**src/design/json_structural_indexer_unit_defines.svh**
```systemverilog
// ----------------------------------------------------------------------------
// JSON structural indexer assertion macros
// Concurrent assertion helpers; they compile to nothing under synthesis.
// ----------------------------------------------------------------------------
`ifndef JSON_STRUCTURAL_INDEXER_UNIT_DEFINES_SVH
`define JSON_STRUCTURAL_INDEXER_UNIT_DEFINES_SVH

`ifndef SYNTHESIS

// Property holds at every clock edge outside reset.
`define JSI_ASSERT(label, clk, rst_n, prop) \
    label: assert property (@(posedge clk) disable iff (!rst_n) (prop)) \
        else $error("jsi assertion failed");

// Antecedent in one cycle implies consequent in the next.
`define JSI_ASSERT_NEXT(label, clk, rst_n, ante, cons) \
    label: assert property (@(posedge clk) disable iff (!rst_n) (ante) |=> (cons)) \
        else $error("jsi assertion failed");

`else

`define JSI_ASSERT(label, clk, rst_n, prop)

`define JSI_ASSERT_NEXT(label, clk, rst_n, ante, cons)

`endif

`endif

```
**src/design/jsi_pkg.sv**
```systemverilog
// ----------------------------------------------------------------------------
// JSON structural indexer package
// Character codes, lane geometry, shared types and the byte classifier.
// ----------------------------------------------------------------------------
package jsi_pkg;

    localparam int unsigned LANES  = 8;
    localparam int unsigned WORD_W = 8 * LANES;

    localparam logic [7:0] CH_COMMA    = 8'h2C;
    localparam logic [7:0] CH_COLON    = 8'h3A;
    localparam logic [7:0] CH_LBRACE   = 8'h7B;
    localparam logic [7:0] CH_RBRACE   = 8'h7D;
    localparam logic [7:0] CH_LBRACKET = 8'h5B;
    localparam logic [7:0] CH_RBRACKET = 8'h5D;
    localparam logic [7:0] CH_QUOTE    = 8'h22;
    localparam logic [7:0] CH_BSLASH   = 8'h5C;

    typedef struct packed {
        logic is_bslash;
        logic is_quote;
        logic is_open;
        logic is_close;
        logic is_sep;
    } byte_class_t;

    typedef struct packed {
        logic bslash_odd;
        logic in_string;
    } scan_state_t;

    typedef struct packed {
        logic [LANES-1:0] structural;
        logic [LANES-1:0] open;
        logic [LANES-1:0] close;
    } mask_set_t;

    function automatic byte_class_t classify(input logic [7:0] ch);
        byte_class_t c;
        c = '0;
        unique case (ch) inside
            CH_BSLASH:              c.is_bslash = 1'b1;
            CH_QUOTE:               c.is_quote  = 1'b1;
            CH_LBRACE, CH_LBRACKET: c.is_open   = 1'b1;
            CH_RBRACE, CH_RBRACKET: c.is_close  = 1'b1;
            CH_COLON, CH_COMMA:     c.is_sep    = 1'b1;
            default:                c = '0;
        endcase
        return c;
    endfunction

endpackage

```
**src/design/jsi_text_if.sv**
```systemverilog
// ----------------------------------------------------------------------------
// JSON structural indexer text channel
// Valid/ready channel carrying one 64-bit word of JSON text per request.
// ----------------------------------------------------------------------------
interface jsi_text_if;

    logic                         valid;
    logic                         ready;
    logic [jsi_pkg::WORD_W-1:0]   data_word;

    modport source (output valid, output data_word, input ready);
    modport sink   (input valid, input data_word, output ready);

endinterface

```
**src/design/jsi_mask_if.sv**
```systemverilog
// ----------------------------------------------------------------------------
// JSON structural indexer mask channel
// Valid/ready channel carrying the three per-byte masks of one word.
// ----------------------------------------------------------------------------
interface jsi_mask_if;

    logic                        valid;
    logic                        ready;
    logic [jsi_pkg::LANES-1:0]   structural_mask;
    logic [jsi_pkg::LANES-1:0]   open_mask;
    logic [jsi_pkg::LANES-1:0]   close_mask;

    modport source (output valid, output structural_mask, output open_mask,
                    output close_mask, input ready);
    modport sink   (input valid, input structural_mask, input open_mask,
                    input close_mask, output ready);

endinterface

```
**src/design/jsi_scan.sv**
```systemverilog
// ----------------------------------------------------------------------------
// JSON structural indexer lane scan
// Ripples escape parity and string state across the byte lanes of one word
// and builds the structural, opener and closer masks.
// ----------------------------------------------------------------------------
module jsi_scan #(
    parameter int unsigned BYTES_PER_ITEM = 8
) (
    input  logic [jsi_pkg::WORD_W-1:0] data_word,
    input  jsi_pkg::scan_state_t       state,
    output jsi_pkg::scan_state_t       state_next,
    output jsi_pkg::mask_set_t         masks
);

    always_comb
    begin
        jsi_pkg::scan_state_t st;
        jsi_pkg::byte_class_t cls;
        logic                 escaped;
        st    = state;
        masks = '0;
        for (int lane = 0; lane < jsi_pkg::LANES; lane++)
        begin
            cls     = jsi_pkg::classify(data_word[lane*8 +: 8]);
            escaped = st.bslash_odd;
            if (lane < BYTES_PER_ITEM)
            begin
                if (cls.is_bslash)
                begin
                    st.bslash_odd = ~st.bslash_odd;
                end
                else
                begin
                    st.bslash_odd = 1'b0;
                    if (cls.is_quote)
                    begin
                        if (!escaped)
                        begin
                            st.in_string = ~st.in_string;
                        end
                    end
                    else if (!st.in_string)
                    begin
                        masks.open[lane]       = cls.is_open;
                        masks.close[lane]      = cls.is_close;
                        masks.structural[lane] = cls.is_open | cls.is_close | cls.is_sep;
                    end
                end
            end
        end
        state_next = st;
    end

endmodule

```
**src/design/json_structural_indexer_unit.sv**
```systemverilog
// ----------------------------------------------------------------------------
// JSON structural indexer
// Flags unquoted structural characters of a JSON byte stream, 8 bytes a word.
// ----------------------------------------------------------------------------
// text: one request per word of JSON text, byte zero in data_word[7:0].
// marks: one request per word with three masks, bit i for byte i:
//   structural_mask (colon, comma, brace, bracket), open_mask ('{' '['),
//   close_mask ('}' ']'). Bytes inside a string literal set no bit.
// Path: an accepted text word is held in the input register, passes the lane
// scan and is registered in the result register, which drives marks.
// Throughput: one word per cycle unless marks stalls; escape parity and string
// state ripple through the scanned lanes and are held in two flops across words.
// The text side keeps accepting while a result waits in the result
// register; with marks stalled and both registers full, text.ready drops.
// Reset clears both valid flags, the backslash parity and the string state.
// BYTES_PER_ITEM (1..8) sets how many low lanes are scanned; higher lanes
// are ignored and their mask bits are zero.
// ----------------------------------------------------------------------------
`include "json_structural_indexer_unit_defines.svh"

module json_structural_indexer_unit #(
    parameter int unsigned BYTES_PER_ITEM = 8
) (
    input  logic       clk,
    input  logic       rst_n,
    jsi_text_if.sink   text,
    jsi_mask_if.source marks
);

    localparam int unsigned      USED_LANES = (BYTES_PER_ITEM > jsi_pkg::LANES) ?
                                              jsi_pkg::LANES : BYTES_PER_ITEM;
    localparam logic [jsi_pkg::LANES-1:0] LANE_MASK =
        jsi_pkg::LANES'((9'd1 << USED_LANES) - 9'd1);

    logic [jsi_pkg::WORD_W-1:0] text_reg;
    logic                       text_vld_reg;
    jsi_pkg::scan_state_t       state_reg;
    jsi_pkg::scan_state_t       state_next;
    jsi_pkg::mask_set_t         mask_reg;
    jsi_pkg::mask_set_t         mask_next;
    logic                       mask_vld_reg;
    logic                       advance;
    logic                       text_take;

    assign advance   = text_vld_reg && (!mask_vld_reg || marks.ready);
    assign text.ready = !text_vld_reg || advance;
    assign text_take = text.valid && text.ready;

    jsi_scan #(
        .BYTES_PER_ITEM (USED_LANES)
    ) u_scan (
        .data_word  (text_reg),
        .state      (state_reg),
        .state_next (state_next),
        .masks      (mask_next)
    );

    always_ff @(posedge clk or negedge rst_n)
    begin
        if (!rst_n)
        begin
            text_vld_reg <= 1'b0;
            mask_vld_reg <= 1'b0;
            state_reg    <= '0;
        end
        else
        begin
            if (text.ready)
            begin
                text_vld_reg <= text.valid;
            end
            if (advance)
            begin
                state_reg    <= state_next;
                mask_vld_reg <= 1'b1;
            end
            else if (marks.ready)
            begin
                mask_vld_reg <= 1'b0;
            end
        end
    end

    always_ff @(posedge clk)
    begin
        if (text_take)
        begin
            text_reg <= text.data_word;
        end
        if (advance)
        begin
            mask_reg <= mask_next;
        end
    end

    assign marks.valid           = mask_vld_reg;
    assign marks.structural_mask = mask_reg.structural;
    assign marks.open_mask       = mask_reg.open;
    assign marks.close_mask      = mask_reg.close;

    // openers and closers are disjoint and both are structural
    `JSI_ASSERT(a_mask_consistent, clk, rst_n,
        !mask_vld_reg || (((mask_reg.open & mask_reg.close) == '0) &&
        (((mask_reg.open | mask_reg.close) & ~mask_reg.structural) == '0)))

    // lanes beyond the configured width never flag
    `JSI_ASSERT(a_unused_lanes_clear, clk, rst_n,
        !mask_vld_reg || ((mask_reg.structural & ~LANE_MASK) == '0))

    // scan state moves only with a word going into the result register
    `JSI_ASSERT_NEXT(a_state_hold, clk, rst_n, !advance, $stable(state_reg))

    // a buffered word moves forward when the result register is free
    `JSI_ASSERT_NEXT(a_fill_result, clk, rst_n, text_vld_reg && !mask_vld_reg,
        mask_vld_reg)

endmodule
```
**src/flat_wrapper.sv**
```systemverilog
// flat-port wrapper written by rule: the top's interface ports become plain ports
module json_structural_indexer_unit_flat 
#(
    parameter int unsigned BYTES_PER_ITEM = 8
)
  (clk, rst_n, text_valid, text_data_word, text_ready, marks_valid, marks_structural_mask, marks_open_mask, marks_close_mask, marks_ready);
  jsi_text_if text_i ();
  jsi_mask_if marks_i ();
  input  logic clk;
  input  logic rst_n;
  input wire logic [$bits(text_i.valid)-1:0] text_valid;
  input wire logic [$bits(text_i.data_word)-1:0] text_data_word;
  output wire logic [$bits(text_i.ready)-1:0] text_ready;
  output wire logic [$bits(marks_i.valid)-1:0] marks_valid;
  output wire logic [$bits(marks_i.structural_mask)-1:0] marks_structural_mask;
  output wire logic [$bits(marks_i.open_mask)-1:0] marks_open_mask;
  output wire logic [$bits(marks_i.close_mask)-1:0] marks_close_mask;
  input wire logic [$bits(marks_i.ready)-1:0] marks_ready;
  assign text_i.valid = text_valid;
  assign text_i.data_word = text_data_word;
  assign text_ready = text_i.ready;
  assign marks_valid = marks_i.valid;
  assign marks_structural_mask = marks_i.structural_mask;
  assign marks_open_mask = marks_i.open_mask;
  assign marks_close_mask = marks_i.close_mask;
  assign marks_i.ready = marks_ready;
  json_structural_indexer_unit #(.BYTES_PER_ITEM(BYTES_PER_ITEM)) u_core (.clk(clk), .rst_n(rst_n), .text(text_i), .marks(marks_i));
endmodule
```
**config.mk**
```make
export PLATFORM = sky130hd
export DESIGN_NAME = json_structural_indexer_unit_flat
export DESIGN_NICKNAME = d
export VERILOG_FILES = /design/src/design/jsi_pkg.sv /design/src/design/jsi_text_if.sv /design/src/design/jsi_mask_if.sv /design/src/design/jsi_scan.sv /design/src/design/json_structural_indexer_unit.sv /design/src/flat_wrapper.sv
export VERILOG_INCLUDE_DIRS = /design/src /design/src/design
export SDC_FILE = /design/constraint.sdc
export NUM_CORES = 1
export LEC_CHECK = 0
export ABC_AREA = 1
export BUFFER_PORTS_ARGS = -buffer_cell sky130_fd_sc_hd__buf_2
export CELL_PAD_IN_SITES_DETAIL_PLACEMENT = 0
export CELL_PAD_IN_SITES_GLOBAL_PLACEMENT = 1
export CORE_MARGIN = 1
export CORE_UTILIZATION = 38
export CTS_CLUSTER_SIZE = 14
export DETAILED_ROUTE_END_ITERATION = 7
export PLACE_DENSITY = 0.87
export SYNTH_ARGS = -nofsm -noshare
export SYNTH_HDL_FRONTEND = slang
export SYNTH_SLANG_ARGS = --single-unit
```
**constraint.sdc**
```tcl
create_clock -name clk -period 1.99 [get_ports clk]
set_input_delay 0.199 -clock clk [delete_from_list [all_inputs] [get_ports clk]]
set_output_delay 0.199 -clock clk [all_outputs]
set_load 0.05 [all_outputs]
```
==> run_results.csv <==
group,metric,value,unit
outcome,status,"finished, violations left",
outcome,violations,"setup timing",
detailed_routing,viasPerCell,4.63,
synth,ys_ff_latch,92,
grt,use_met3,4.19,%
sta,final.min_clock_period,2100,ps
floorplanning,row_count,38,
synth,synth_top_area_cell,"edfxtp_1",
setup_path,r2r_start,"u_core.text_reg[0]",
floorplanning,initial_core_util,38.9,%
floorplanning,die_width,107,um
pwr,ir_worst_vdd,375,uV
sta,relSlewSlack,71.3,%
setup_path,worstSetupEndpointType,"flip-flop",
detailed_routing,totalWireLength,9.31,mm
pwr,powerDensity,799,nW/um^2
finish,area_delta_synth_final,44.3,%
synth,synthCells,389,
finish,diodes,0,
synth,syn_nets,457,
placed_design,place.gp.congestion,0.830,
finish,final_common_cell,"buf_2",
clock_network,htree_levels,3,
clock_network,cts-root-buf,"clkbuf_8",
grt,grt-ovfl-total,0,
finish,mostFrequentLayoutCells,"buf_2 (93), edfxtp_1 (88), nor2_1 (57)",
sta,drv_slew,0,
sta,maxClockFrequency,477,MHz
setup_path,crit_path_frequent_cell,"nand2_4",
sta,finalHoldViolations,0,
clock_network,numCtsBuffers,9,
synth,synth_top_area_share,63.0,%
finish,largest_reg_flops,64,
grt,antenna_found_initial,0,
detailed_routing,wl_per_cell,12.7,um
grt,grt_pass1_vias,3441,
placed_design,port_buffers,93,
clock_network,tritoncts,"yes",
hold_path,hold_path_depth,1,
setup_path,setup.worst_path.class,"reg -> reg",
setup_path,crit_fanout,4,
setup_path,max_stage_delay,420,ps
placed_design,pre_cts_slack,-122,ps
grt,grt_first_pass_wirelength,15.1,mm
pwr,power,0.00484,W
synth,ys_top_cells_by_area,"edfxtp_1 (63%), nor2_1 (5.5%), inv_1 (5.0%), nand2_1 (4.8%), nand3_1 (3.6%)",
synth,synth-seq-area-share,65.3,%
setup_path,reg2regPathDepth,18,
placed_design,dp_hpwl,6.52,mm
hold_path,min_path_type,"in -> reg",
synth,netlist_area,4200,sq um
setup_path,critical_path.slowest_cell,"edfxtp_1",
synth,postSynthAreaPerCell,10.8,sq um
sta,setup_slack,-106,ps
detailed_routing,routed-via-count,3381,
grt,use_met1,18.4,%
floorplanning,fp.coreArea,10800,sq um
sta,final.setup_skew,6.67,ps
detailed_routing,drc,0,
floorplanning,fp.dieH,107,um
synth,synth_cell_types,29,
floorplanning,die-area,11500,sq um
finish,finalNetCount,654,
clock_network,path_clk_slew,90,ps
hold_path,hp-start,"text_data_word[46]",
detailed_routing,ant_nets,0,
clock_network,clockBufferDepth,2,
floorplanning,ios,94,
setup_path,worstSetupStartpoint,"u_core.text_reg[0]",
setup_path,critPathRequiredTime,2100,ps
setup_path,crit_path_start_kind,"flip-flop",
grt,grt.total_usage,17.3,%
clock_network,clock_latency,360,ps
grt,busiest_layer,"met2",
flow_run,maxCapViolCount,0,
detailed_routing,dr.first_iter.drc_count,95,
grt,grt_start_max_net_pins,33,
sta,finalSetupViolCount,13,
sta,rsz0062_at_grt,"yes",
sta,worst_pin_slew,427,ps
synth,yosysWarningCount,0,
grt,grt_util_met2,32.8,%
setup_path,cp_cell_sequence,"inv_2 > nand2_2 > nor2_4 > nand3_4 > nand2_4 > inv_2 > nand2_2 > nand3_4 > nand2_4 > nand2_4 > nand2_4 > nand2_4 > nand2_4 > nand2_4 > nand2_4 > nand2_4 > nand3_4 > nor2_2",
pwr,p_leak,2.61,nW
finish,drive_above_1_share,38.1,%
clock_network,cts_sinks,92,
setup_path,worstPathArrival,2200,ps
detailed_routing,first_pass_iters,4,
sta,period_share,105,%
-- cell families after synthesis --
family / count (synthesis) / synth area share [%]
AO/OA/AOI/OAI: 20 / 3.25
buffers and inverters: 64 / 5.72
flip-flops: 92 / 65.3
AND/OR/NAND/NOR: 213 / 25.7
-- power by group --
part           internal, W  switching, W  total [W]  leakage [nW]
clock network     0.000561      0.000623    0.00118        0.0892
registers          0.00233     0.0000982    0.00243         0.908
logic             0.000462      0.000762    0.00122          1.61
total              0.00336       0.00148    0.00484          2.61
-- what timing repair did --
action | CTS | global route
setup endpoints to repair | 8 | 19
hold endpoints to repair | 39 | 6
resized for setup | 28 | 17
setup buffers | 11 | 5
hold buffers | 36 | 6
pin swaps | 8 | 9
-- cells in the mapped netlist, drive strengths merged --
cell type	number
a221oi	1
a31oi	5
inv	64
nor4	5
nor3	17
nand3	38
a21oi	5
o21ai	1
o211ai	1
a41oi	5
nand3b	2
or2	1
o31a	1
nor2	67
nand2	68
or3	1
o22ai	1
dfrtp	4
edfxtp	88
nand4	14
-- path summary, 6_finish.rpt --
kind                                                    to  slack, ps
min in group asynchronous              u_core.text_vld_reg        180
setup reg to reg           u_core.marks.structural_mask[7]       -110
max in group asynchronous               u_core.marks.valid       1680
hold / removal                         u_core.text_reg[46]         20
hold reg to reg                        u_core.state_reg[0]        520
setup / recovery           u_core.marks.structural_mask[7]       -110
-- critical path, delay by kind of cell, from the launching register on --
family,cells,cell delay (ps)
and+or+nand+nor,16,1240
buffers and inverters,2,180
DFF,1,420
-- through the flow --
stage	hold slack [ps]	util (%)	instances	instance area [sq um]	TNS [ps]
2_1_floorplan	-96.6	-	389	4220	-14840
3_3_place_gp	12.5	47.6	657	5140	-764
3_5_place_dp	13.5	47.6	657	5140	-550
4_1_cts	0.278	54.6	720	5890	-519
5_1_grt	0.150	56.1	731	6060	-3190
6_report	18.7	56.1	731	6060	-868
-- layer usage --
| layer | vias up | share of wire, % |
|---|---|---|
| li1 | 1735 | - |
| met1 | 1570 | 40 |
| met2 | 70 | 55 |
| met3 | 6 | 3.8 |
| met4 | 0 | 0.99 |
| met5 | - | 0 |
-- cell type report --
type | count | area, sq um
well taps | 140 | 175
fillers | 885 | 4740
repair buffers | 186 | 1280
inverters | 64 | 244
clock buffers | 9 | 124
multi-input cells | 233 | 1430
flip-flops and latches | 92 | 2740
clock inverters | 7 | 57.6
(Power assumes the default switching activity.)
